[src/rtl/core/fcrwl_pkg.sv]
// Shared types, constants and helper functions for the four-class lock unit.
package fcrwl_pkg;

  // Holder counter width and the default per-class holder limits
  localparam int CntW           = 8;
  localparam int MaxReaders     = 255;
  localparam int MaxSoftReaders = 255;
  localparam int MaxWriters     = 255;
  localparam int MaxSoftWriters = 255;
  localparam int NumKinds       = 4;

  // Request queue between front and back; depth must be a power of two
  localparam int QueueDepth = 2;

  // Request codes
  typedef enum logic [1:0] {
    REQ_LOCK    = 2'd0,
    REQ_UNLOCK  = 2'd1,
    REQ_UPGRADE = 2'd2,
    REQ_QUERY   = 2'd3
  } req_e;

  // Lock classes
  typedef enum logic [1:0] {
    KIND_READ       = 2'd0,
    KIND_SOFT_READ  = 2'd1,
    KIND_WRITE      = 2'd2,
    KIND_SOFT_WRITE = 2'd3
  } kind_e;

  // Result status codes
  typedef enum logic [1:0] {
    ST_OK      = 2'd0,
    ST_REFUSED = 2'd1,
    ST_RANGE   = 2'd2
  } status_e;

  // Decoded request as it travels from front to back
  typedef struct packed {
    req_e                  req;
    logic [NumKinds-1:0]   kind_oh;
    logic [NumKinds-1:0]   tgt_oh;
    logic                  same_kind;
  } cmd_t;

  typedef logic [CntW-1:0] cnt_t;

  // Cap a configured limit at what the counter can hold
  function automatic cnt_t cap_limit(int lim);
    cnt_t res;
    if (lim > (2 ** CntW) - 1) begin
      res = '1;
    end else begin
      res = cnt_t'(lim);
    end
    return res;
  endfunction

  // Per-class grant check given which classes are held by others
  function automatic logic [NumKinds-1:0] compat_vec(logic [NumKinds-1:0] busy);
    logic [NumKinds-1:0] res;
    res[KIND_READ]       = !busy[KIND_WRITE] && !busy[KIND_SOFT_WRITE];
    res[KIND_SOFT_READ]  = !busy[KIND_WRITE];
    res[KIND_WRITE]      = !(|busy);
    res[KIND_SOFT_WRITE] = !busy[KIND_WRITE] && !busy[KIND_READ];
    return res;
  endfunction

endpackage

[src/rtl/core/fcrwl_front.sv]
// Front end: takes requests and decodes them into one-hot class commands.
module fcrwl_front (
  input  logic                 in_valid_i,
  output logic                 in_ready_o,
  input  logic [1:0]           req_type_i,
  input  logic [1:0]           lock_kind_i,
  input  logic [1:0]           target_kind_i,
  output logic                 push_o,
  output fcrwl_pkg::cmd_t      cmd_o,
  input  logic                 queue_full_i
);

  // Accept whenever the queue has room
  assign in_ready_o = !queue_full_i;
  assign push_o     = in_valid_i && !queue_full_i;

  // Decode the request fields into one-hot class masks
  always_comb begin
    cmd_o.req       = fcrwl_pkg::req_e'(req_type_i);
    cmd_o.kind_oh   = fcrwl_pkg::NumKinds'(1) << lock_kind_i;
    cmd_o.tgt_oh    = fcrwl_pkg::NumKinds'(1) << target_kind_i;
    cmd_o.same_kind = (lock_kind_i == target_kind_i);
  end

endmodule

[src/rtl/core/fcrwl_queue.sv]
// Short command queue that decouples the front end from the back end.
module fcrwl_queue (
  input  logic             clk_i,
  input  logic             rst_ni,
  input  logic             push_i,
  input  fcrwl_pkg::cmd_t  cmd_i,
  output logic             full_o,
  output logic             valid_o,
  output fcrwl_pkg::cmd_t  cmd_o,
  input  logic             pop_i
);

  localparam int PtrW = (fcrwl_pkg::QueueDepth > 1) ? $clog2(fcrwl_pkg::QueueDepth) : 1;
  localparam int CntQW = $clog2(fcrwl_pkg::QueueDepth + 1);

  fcrwl_pkg::cmd_t   mem_q [fcrwl_pkg::QueueDepth];
  logic [PtrW-1:0]   wr_ptr_q, wr_ptr_d;
  logic [PtrW-1:0]   rd_ptr_q, rd_ptr_d;
  logic [CntQW-1:0]  fill_q, fill_d;
  logic              do_push, do_pop;

  assign full_o  = (fill_q == CntQW'(fcrwl_pkg::QueueDepth));
  assign valid_o = (fill_q != '0);
  assign cmd_o   = mem_q[rd_ptr_q];
  assign do_push = push_i && !full_o;
  assign do_pop  = pop_i && valid_o;

  // Advance pointers and fill level
  always_comb begin
    wr_ptr_d = wr_ptr_q;
    rd_ptr_d = rd_ptr_q;
    fill_d   = fill_q;
    if (do_push) begin
      wr_ptr_d = wr_ptr_q + PtrW'(1);
    end
    if (do_pop) begin
      rd_ptr_d = rd_ptr_q + PtrW'(1);
    end
    if (do_push && !do_pop) begin
      fill_d = fill_q + CntQW'(1);
    end else if (do_pop && !do_push) begin
      fill_d = fill_q - CntQW'(1);
    end
  end

  always_ff @(posedge clk_i or negedge rst_ni) begin
    if (!rst_ni) begin
      wr_ptr_q <= '0;
      rd_ptr_q <= '0;
      fill_q   <= '0;
    end else begin
      wr_ptr_q <= wr_ptr_d;
      rd_ptr_q <= rd_ptr_d;
      fill_q   <= fill_d;
    end
  end

  // Store the entry
  always_ff @(posedge clk_i) begin
    if (do_push) begin
      mem_q[wr_ptr_q] <= cmd_i;
    end
  end

endmodule

[src/rtl/core/fcrwl_back.sv]
// Back end: applies grant rules, updates holder counts and registers the result.
module fcrwl_back #(
  parameter int MaxReaders     = fcrwl_pkg::MaxReaders,
  parameter int MaxSoftReaders = fcrwl_pkg::MaxSoftReaders,
  parameter int MaxWriters     = fcrwl_pkg::MaxWriters,
  parameter int MaxSoftWriters = fcrwl_pkg::MaxSoftWriters
) (
  input  logic                         clk_i,
  input  logic                         rst_ni,
  input  logic                         cmd_valid_i,
  input  fcrwl_pkg::cmd_t              cmd_i,
  output logic                         cmd_pop_o,
  output logic                         out_valid_o,
  input  logic                         out_ready_i,
  output logic [1:0]                   status_o,
  output logic                         holds_o,
  output logic [fcrwl_pkg::CntW-1:0]   reader_total_o,
  output logic [fcrwl_pkg::CntW-1:0]   soft_reader_total_o,
  output logic [fcrwl_pkg::CntW-1:0]   writer_total_o,
  output logic [fcrwl_pkg::CntW-1:0]   soft_writer_total_o
);

  localparam int NK = fcrwl_pkg::NumKinds;
  localparam int CW = fcrwl_pkg::CntW;

  // Holder limits, capped at what the counters can hold
  localparam fcrwl_pkg::cnt_t LimRead      = fcrwl_pkg::cap_limit(MaxReaders);
  localparam fcrwl_pkg::cnt_t LimSoftRead  = fcrwl_pkg::cap_limit(MaxSoftReaders);
  localparam fcrwl_pkg::cnt_t LimWrite     = fcrwl_pkg::cap_limit(MaxWriters);
  localparam fcrwl_pkg::cnt_t LimSoftWrite = fcrwl_pkg::cap_limit(MaxSoftWriters);

  fcrwl_pkg::cnt_t   limits [NK];
  fcrwl_pkg::cnt_t   cnt_q [NK];
  fcrwl_pkg::cnt_t   cnt_d [NK];
  logic [NK-1:0]     busy, busy_ign, at_lim, inc, dec;
  fcrwl_pkg::cnt_t   kind_cnt, tgt_cnt, tgt_lim, tgt_after;
  fcrwl_pkg::status_e st_d, status_q;
  logic              holds_d, holds_q;
  logic              out_valid_q, fire;

  assign limits[fcrwl_pkg::KIND_READ]       = LimRead;
  assign limits[fcrwl_pkg::KIND_SOFT_READ]  = LimSoftRead;
  assign limits[fcrwl_pkg::KIND_WRITE]      = LimWrite;
  assign limits[fcrwl_pkg::KIND_SOFT_WRITE] = LimSoftWrite;

  // Take a command whenever the result register is free or being drained
  assign fire      = cmd_valid_i && (!out_valid_q || out_ready_i);
  assign cmd_pop_o = fire;

  // Per-class flags and selected counts
  always_comb begin
    kind_cnt = '0;
    tgt_cnt  = '0;
    tgt_lim  = '0;
    for (int k = 0; k < NK; k++) begin
      busy[k]     = (cnt_q[k] != '0);
      busy_ign[k] = (cnt_q[k] > {{(CW-1){1'b0}}, cmd_i.kind_oh[k]});
      at_lim[k]   = (cnt_q[k] >= limits[k]);
      kind_cnt    = kind_cnt | (cnt_q[k] & {CW{cmd_i.kind_oh[k]}});
      tgt_cnt     = tgt_cnt  | (cnt_q[k] & {CW{cmd_i.tgt_oh[k]}});
      tgt_lim     = tgt_lim  | (limits[k] & {CW{cmd_i.tgt_oh[k]}});
    end
    tgt_after = tgt_cnt - {{(CW-1){1'b0}}, cmd_i.same_kind};
  end

  // Decide the outcome of the request
  always_comb begin
    st_d    = fcrwl_pkg::ST_OK;
    holds_d = 1'b0;
    inc     = '0;
    dec     = '0;
    case (cmd_i.req)
      fcrwl_pkg::REQ_LOCK: begin
        if (!(|(fcrwl_pkg::compat_vec(busy) & cmd_i.kind_oh))) begin
          st_d = fcrwl_pkg::ST_REFUSED;
        end else if (|(at_lim & cmd_i.kind_oh)) begin
          st_d = fcrwl_pkg::ST_RANGE;
        end else begin
          inc = cmd_i.kind_oh;
        end
      end
      fcrwl_pkg::REQ_UNLOCK: begin
        if (kind_cnt == '0) begin
          st_d = fcrwl_pkg::ST_RANGE;
        end else begin
          dec = cmd_i.kind_oh;
        end
      end
      fcrwl_pkg::REQ_UPGRADE: begin
        if (kind_cnt == '0) begin
          st_d = fcrwl_pkg::ST_RANGE;
        end else if (!(|(fcrwl_pkg::compat_vec(busy_ign) & cmd_i.tgt_oh))) begin
          st_d = fcrwl_pkg::ST_REFUSED;
        end else if (tgt_after >= tgt_lim) begin
          st_d = fcrwl_pkg::ST_RANGE;
        end else begin
          inc = cmd_i.tgt_oh;
          dec = cmd_i.kind_oh;
        end
      end
      fcrwl_pkg::REQ_QUERY: begin
        holds_d = (kind_cnt != '0);
      end
      default: begin
        st_d = fcrwl_pkg::ST_OK;
      end
    endcase
  end

  // Apply the count changes
  always_comb begin
    for (int k = 0; k < NK; k++) begin
      cnt_d[k] = cnt_q[k] + {{(CW-1){1'b0}}, inc[k]} - {{(CW-1){1'b0}}, dec[k]};
    end
  end

  always_ff @(posedge clk_i or negedge rst_ni) begin
    if (!rst_ni) begin
      out_valid_q <= 1'b0;
      for (int k = 0; k < NK; k++) begin
        cnt_q[k] <= '0;
      end
    end else begin
      if (fire) begin
        out_valid_q <= 1'b1;
        for (int k = 0; k < NK; k++) begin
          cnt_q[k] <= cnt_d[k];
        end
      end else if (out_ready_i) begin
        out_valid_q <= 1'b0;
      end
    end
  end

  // Hold the result until it is taken
  always_ff @(posedge clk_i) begin
    if (fire) begin
      status_q <= st_d;
      holds_q  <= holds_d;
    end
  end

  assign out_valid_o         = out_valid_q;
  assign status_o            = status_q;
  assign holds_o             = holds_q;
  assign reader_total_o      = cnt_q[fcrwl_pkg::KIND_READ];
  assign soft_reader_total_o = cnt_q[fcrwl_pkg::KIND_SOFT_READ];
  assign writer_total_o      = cnt_q[fcrwl_pkg::KIND_WRITE];
  assign soft_writer_total_o = cnt_q[fcrwl_pkg::KIND_SOFT_WRITE];

endmodule

[src/rtl/core/four_class_rw_lock_unit.sv]
// Four-class lock unit: holder counts for read, soft read, write and soft write
// locks. Every request is a try and gets exactly one result. The unit sustains
// one request per cycle while results are taken: the front end decodes a
// request into a two-entry queue, and the back end resolves the head of the
// queue combinationally against the four counters and writes the outcome into
// the result register, so a request passes through the queue entry and then
// the result register before its result shows. The result register and the
// queue absorb output stalls, so requests are still taken while a result waits,
// until the queue is full. The totals reported with each result are the counts after that request.
module four_class_rw_lock_unit #(
  parameter int MaxReaders     = fcrwl_pkg::MaxReaders,
  parameter int MaxSoftReaders = fcrwl_pkg::MaxSoftReaders,
  parameter int MaxWriters     = fcrwl_pkg::MaxWriters,
  parameter int MaxSoftWriters = fcrwl_pkg::MaxSoftWriters
) (
  input  logic                        clk_i,
  input  logic                        rst_ni,
  input  logic                        in_valid_i,
  output logic                        in_ready_o,
  input  logic [1:0]                  req_type_i,
  input  logic [1:0]                  lock_kind_i,
  input  logic [1:0]                  target_kind_i,
  output logic                        out_valid_o,
  input  logic                        out_ready_i,
  output logic [1:0]                  status_o,
  output logic                        holds_o,
  output logic [fcrwl_pkg::CntW-1:0]  reader_total_o,
  output logic [fcrwl_pkg::CntW-1:0]  soft_reader_total_o,
  output logic [fcrwl_pkg::CntW-1:0]  writer_total_o,
  output logic [fcrwl_pkg::CntW-1:0]  soft_writer_total_o
);

  logic             push, queue_full, queue_valid, pop;
  fcrwl_pkg::cmd_t  front_cmd, head_cmd;

  fcrwl_front u_front (
    .in_valid_i    (in_valid_i),
    .in_ready_o    (in_ready_o),
    .req_type_i    (req_type_i),
    .lock_kind_i   (lock_kind_i),
    .target_kind_i (target_kind_i),
    .push_o        (push),
    .cmd_o         (front_cmd),
    .queue_full_i  (queue_full)
  );

  fcrwl_queue u_queue (
    .clk_i   (clk_i),
    .rst_ni  (rst_ni),
    .push_i  (push),
    .cmd_i   (front_cmd),
    .full_o  (queue_full),
    .valid_o (queue_valid),
    .cmd_o   (head_cmd),
    .pop_i   (pop)
  );

  fcrwl_back #(
    .MaxReaders     (MaxReaders),
    .MaxSoftReaders (MaxSoftReaders),
    .MaxWriters     (MaxWriters),
    .MaxSoftWriters (MaxSoftWriters)
  ) u_back (
    .clk_i               (clk_i),
    .rst_ni              (rst_ni),
    .cmd_valid_i         (queue_valid),
    .cmd_i               (head_cmd),
    .cmd_pop_o           (pop),
    .out_valid_o         (out_valid_o),
    .out_ready_i         (out_ready_i),
    .status_o            (status_o),
    .holds_o             (holds_o),
    .reader_total_o      (reader_total_o),
    .soft_reader_total_o (soft_reader_total_o),
    .writer_total_o      (writer_total_o),
    .soft_writer_total_o (soft_writer_total_o)
  );

endmodule

[config.mk]
export PLATFORM = sky130hd
export DESIGN_NAME = four_class_rw_lock_unit
export DESIGN_NICKNAME = d
export VERILOG_FILES = /design/src/rtl/core/fcrwl_pkg.sv /design/src/rtl/core/fcrwl_front.sv /design/src/rtl/core/fcrwl_queue.sv /design/src/rtl/core/fcrwl_back.sv /design/src/rtl/core/four_class_rw_lock_unit.sv
export SDC_FILE = /design/constraint.sdc
export NUM_CORES = 1
export LEC_CHECK = 0
export BUFFER_PORTS_ARGS = -buffer_cell sky130_fd_sc_hd__buf_2
export CAP_MARGIN = 20
export CORE_MARGIN = 2
export CORE_UTILIZATION = 55
export DETAILED_ROUTE_END_ITERATION = 8
export PLACE_DENSITY_LB_ADDON = 0.1
export RECOVER_POWER = 50
export SYNTH_ARGS = -nofsm -noshare
export SYNTH_HDL_FRONTEND = slang
export SYNTH_SLANG_ARGS = --single-unit
export TNS_END_PERCENT = 20
[constraint.sdc]
create_clock -name clk_i -period 16.6 [get_ports clk_i]
set_input_delay 2.49 -clock clk_i [delete_from_list [all_inputs] [get_ports clk_i]]
set_output_delay 2.49 -clock clk_i [all_outputs]
set_load 0.03 [all_outputs]
# Word level (Yosys, flattened, before mapping)
# Memories as Yosys holds them, arrays and structs flattened.
# Cells that the tools add are included.
[totals] regBits=40 mem_bits_rw=22 in_bits=10 output_inout_bits=37 word_cells=122 n_memories=1
[memory_table] name="u_queue.mem_q" words=2 width=11 read_ports=1 rd_clocked_by_memory_dff=0 wr=1 line_no="fcrwl_queue.sv:16" source="fcrwl_pkg::cmd_t mem_q [fcrwl_pkg::QueueDepth];"
[op_classes] add_sub_neg=13 order_cmp=9 n_eq_ne=5 n_shift=2 muxes=24 n_bitwise=20 reduce_logical=38
[op_table] op="8-bit OR" count=9
[op_table] op="8-bit AND" count=8
[op_table] op="8-bit nonzero test" count=5
[op_table] op="8-bit by 1-bit subtractor with 8-bit output" count=5
[op_table] op="4-bit two-way mux" count=9
[op_table] op="8-bit by 1-bit adder with 8-bit output" count=4
[op_table] op="8-bit greater-or-equal comparator, second input constant" count=4
[op_table] op="8-bit by 1-bit greater-than comparator with 1-bit output" count=4
[op_table] op="4-bit OR reduction" count=5
[op_table] op="2-bit two-way mux" count=8
[op_table] op="4-bit case mux with 2 select lines" count=2
[op_table] op="4-bit AND" count=3
[op_table] op="1-bit logical NOT" count=12
[op_table] op="1-bit logical AND" count=10
[op_table] op="8-bit greater-or-equal comparator" count=1
[op_table] op="8-bit logical NOT" count=1
[op_table] op="1-bit by 2-bit << shifter with 4-bit output, first input constant" count=2
[op_table] op="2-bit == test, second input constant" count=3
[op_table] op="2-bit case mux with 3 select lines" count=1
[op_table] op="2-bit nonzero test" count=3
[op_table] op="1-bit two-way mux" count=4
[op_table] op="1-bit adder, second input constant" count=2
[op_table] op="2-bit by 1-bit adder with 2-bit output, second input constant" count=1
[op_table] op="2-bit by 1-bit == test with 1-bit output, second input constant" count=1
[op_table] op="4 further kinds" count=4

# Depth between registers and ports, before layout
# An unclocked memory read counts as a cell.
[depth] depth_word=13 mapped_depth=28

# Cells and area by module
# Synthesis repeated with hierarchy kept, for this count alone.
[hier_totals] hier_cells=539 area_unflattened_um2=5172.5
[modules_own_cells] module="fcrwl_back" instances=1 cells_each=471 area_per_inst_um2=4035.1
[modules_own_cells] module="fcrwl_queue" instances=1 cells_each=53 area_per_inst_um2=1039.7
[modules_own_cells] module="fcrwl_front" instances=1 cells_each=15 area_per_inst_um2=97.6

# Least setup slack after synthesis
# Ideal clock, no wire load.
[synth_timing] path_kind="reg2reg" from="register u_queue.rd_ptr_q" to="register u_back.cnt_q, in the netlist u_back.soft_reader_total_o[6]" t_arrival_ns=5.113 slack_ns=11.351 stages_incl_launch_ff=29 path_buffers=2 period_less_slack_ns=5.249 cell_sequence="dfrtp_1 buf_8 mux2_2 buf_2 inv_1 o22ai_1 a221oi_1 ha_1 nand4_1 nor4_2 nand2_1 xor2_1 ha_1 and2_1 a221oi_1 o21a_1 o211ai_1 a211oi_1 ha_1 inv_1 ha_1 inv_1 fa_1 nand2b_1 a21oi_1 o21ai_0 a21oi_1 or3_1 o211ai_1"
[synth_between] elab_chain_cells=13
[synth_rtl] item="start: declaration" line_no="fcrwl_queue.sv:18" source="logic [PtrW-1:0] rd_ptr_q, rd_ptr_d;"
[synth_rtl] item="start signal: assignment" line_no="fcrwl_queue.sv:53" source="rd_ptr_q <= rd_ptr_d;"
[synth_rtl] item="memory 2 x 11 bit *"
[synth_rtl] item="8-bit AND" line_no="fcrwl_back.sv:60" source="tgt_cnt = tgt_cnt | (cnt_q[k] & {CW{cmd_i.tgt_oh[k]}});"
[synth_rtl] item="8-bit OR (3 in series)" line_no="fcrwl_back.sv:60"
[synth_rtl] item="8-bit by 1-bit subtractor with 8-bit output" line_no="fcrwl_back.sv:63" source="tgt_after = tgt_cnt - {{(CW-1){1'b0}}, cmd_i.same_kind};"
[synth_rtl] item="8-bit greater-or-equal comparator" line_no="fcrwl_back.sv:94" source="end else if (tgt_after >= tgt_lim) begin"
[synth_rtl] item="4-bit two-way mux" line_no="fcrwl_back.sv:94"
[synth_rtl] item="4-bit two-way mux" line_no="fcrwl_back.sv:92" source="end else if (!(|(fcrwl_pkg::compat_vec(busy_ign) & cmd_i.tgt_oh))) begin"
[synth_rtl] item="4-bit two-way mux" line_no="fcrwl_back.sv:90" source="if (kind_cnt == '0) begin"
[synth_rtl] item="4-bit case mux with 2 select lines" line_no="fcrwl_back.sv:72" source="case (cmd_i.req)"
[synth_rtl] item="8-bit by 1-bit adder with 8-bit output" line_no="fcrwl_back.sv:113" source="cnt_d[k] = cnt_q[k] + {{(CW-1){1'b0}}, inc[k]} - {{(CW-1){1'b0}}, dec[k]};"
[synth_rtl] item="8-bit by 1-bit subtractor with 8-bit output *" line_no="fcrwl_back.sv:113"
[synth_rtl] item="end signal: indexed assignment" line_no="fcrwl_back.sv:127" source="cnt_q[k] <= cnt_d[k];"
[synth_rtl] item="end: declaration" line_no="fcrwl_back.sv:33" source="fcrwl_pkg::cnt_t cnt_q [NK];"
# Every way passes the cells marked *; elsewhere a longest branch is shown, timed or not.
# A chain may end at the register's enable or synchronous reset.

# Worst setup path after layout
# Ends and elaborated chain as after synthesis.

==> results.tsv <==
metric	value	unit
status	finished with violations	
violations	capacitance limit, slew limit	
synth.area.top_cells	ha_1, dfrtp_1, edfxtp_1	
synth_seq_cells	62	
worst_pin_slew	2.18	ns
critPathRequiredTime	16.83	ns
fp.dieArea	10100	um2
synth_compound_area_frac	0.164	
post_drt_wl_per_cell	17.8	um
finalSetupTns	0	ns
antenna_found_initial	0	
finalSetupViolCount	0	
viasPerCell	5.93	
synth_flop_cell	dfrtp_1	
die_x	101	um
fillers	803	
post-dp-hpwl	9.58	mm
yosysSeqAreaShare	0.327	
clk-insertion-delay-late	0.35	ns
synth_top_family_by_area	adder cells	
core.rowCount	35	
grt_max_degree	49	
relSlewSlack	-0.453	
grt_use_total	0.261	
ys_types	54	
port_buffers	46	
drt_iter0_drc	224	
clk_path_buf_depth	2	
synth_cells	535	
start_kind	flop	
syn_to_final_growth	10.6	%
hold_class	flop to flop	
synth_edf_count	25	
cp-end-kind	flop	
slowest_delay	0.72	ns
ctsHoldBuffers	0	
cts_buffers	9	
grt_pass1_wl	20.3	mm
cp.arrival	6.29	ns
synth_mux_area_frac	0.0312	
clock_sinks	62	
first_pass_iters	5	
fin_skew	0.00807	ns
worst_path_most_repeated_cell	ha_1	
h-tree-depth	3	
nNetsFinal	686	
wl	12.5	mm
cts_tree	yes	
cts_root_buf	clkbuf_8	
synth_area	5130	um2
syn_avg_cell_area	9.59	um2
finalCriticalPeriod	6.06	ns
start_util	0.560	
grt_pass1_vias	4026	
synthArstFlopShare	0.597	
synth_commonest_cells	ha_1, inv_1, nand2_1	
ioPinCount	47	
synth.net_count	637	
period_share	0.365	
critical_path_class	flop to flop	
dr_total_vias	4148	
synth.most_common_cell	ha_1	
yosys.area_share.simple	0.139	
antenna_cells	0	
rsz0062_at_grt	no	
cts_resized	0	
crit_fanout	12	
clkTransAtPathRegs	0.08	ns
core_region_area	9150	um2
synth_warnings	0	
cap_violations	2	
drcViolationCount	0	
postRouteAntennaNets	0	
drive_gt1_frac	0.117	
yosys.area_share.adder	0.230	
globalRouteOverflowTotal	0	
synth.top_cell.area_share	0.215	
synth-xor-area-share	0.0512	
gp_congestion	0.921	
slew_viol_final	87	
fp.dieH	101	um
fmax	165	MHz
post-cts-setup-buffers	0	
crit_slowest_cell	dfrtp_1	
finalHoldViolations	0	
synth_top_area_cell	ha_1	
## worst max-delay path, delay by kind of cell, from the launching register on
family | cells | cell delay [ns]
buffers and inverters | 3 | 0.25
AND/OR/NAND/NOR | 6 | 1.00
AO/OA/AOI/OAI | 10 | 1.94
flip-flops | 1 | 0.72
XOR/XNOR | 1 | 0.16
multiplexers | 1 | 0.51
adder cells (fa/ha/maj) | 5 | 1.36
## flip-flops by register name (all words and copies together) (netlist names)
name,cells
u_back.reader_total_o,8
u_back.soft_reader_total_o,8
u_queue.fill_q,2
u_back.writer_total_o,8
u_queue.rd_ptr_q,1
u_back.status_o,2
u_queue.wr_ptr_q,1
u_back.soft_writer_total_o,8
u_back.holds_o,1
u_queue.mem_q,22
u_back.out_valid_o,1
## routing by layer
metal,GRT usage,vias to the layer above,part of all wire
met4,0.0917,0,0.019
li1,-,2022,-
met2,0.410,127,0.45
met3,0.0416,19,0.052
met5,0,-,0
met1,0.367,1980,0.48
## through the flow
| step | instance area [um2] | setup slack [ns] | hold slack (ns) | std cells | utilization |
|---|---|---|---|---|---|
| floorplan | 5130 | 11.35 | 0.461 | 535 | - |
| global placement | 5470 | 10.83 | 0.477 | 684 | 0.597 |
| detailed placement | 5470 | 10.60 | 0.488 | 684 | 0.597 |
| CTS | 5690 | 10.57 | 0.502 | 700 | 0.622 |
| global route | 5680 | 10.06 | 0.522 | 700 | 0.620 |
| finish | 5680 | 10.54 | 0.500 | 700 | 0.620 |
## placed cells by master (no fill, tap or decap), types with 11 or more instances in the layout
cell / count
ha_1: 88
inv_1: 66
nand2_1: 39
buf_2: 37
dfrtp_1: 37
o21ai_0: 36
edfxtp_1: 25
a21oi_1: 21
xnor2_1: 19
nor2_1: 17
nand3_1: 13
xor2_1: 11
## cell type report
class / instances / area (um2) / share of cell area
multi-input cells: 397 / 3160 / 0.556
flip-flops and latches: 62 / 1680 / 0.295
inverters: 66 / 248 / 0.0437
repair buffers: 48 / 230 / 0.0406
well taps: 111 / 139 / 0.0245
clock buffers: 9 / 124 / 0.0218
clock inverters: 7 / 103 / 0.0181
## final timing paths
| path | from | endpoint | slack, ns | cells past startpoint |
|---|---|---|---|---|
| min in group asynchronous | rst_ni | u_back.soft_reader_total_o[5]$_DFFE_PN0P_ | 2.77 | 1 |
| min | u_queue.wr_ptr_q$_DFFE_PN0P_ | u_queue.wr_ptr_q$_DFFE_PN0P_ | 0.50 | 1 |
| max reg2reg | u_queue.rd_ptr_q$_DFFE_PN0P_ | u_back.soft_reader_total_o[6]$_DFFE_PN0P_ | 10.54 | 26 |
| max | u_queue.rd_ptr_q$_DFFE_PN0P_ | u_back.soft_reader_total_o[6]$_DFFE_PN0P_ | 10.54 | 26 |
| max in group asynchronous | rst_ni | u_queue.rd_ptr_q$_DFFE_PN0P_ | 12.58 | 1 |
| min reg2reg | u_queue.wr_ptr_q$_DFFE_PN0P_ | u_queue.wr_ptr_q$_DFFE_PN0P_ | 0.50 | 1 |
## logic make-up after synthesis
group	Yosys count
buffers and inverters	76
XOR/XNOR	30
flip-flops	62
adder cells (fa/ha/maj)	92
multiplexers	15
AO/OA/AOI/OAI	128
AND/OR/NAND/NOR	132
Power is left out: the tool's default activity adds up to more than one toggle a clock period on the data nets, which glitch-free logic cannot reach.
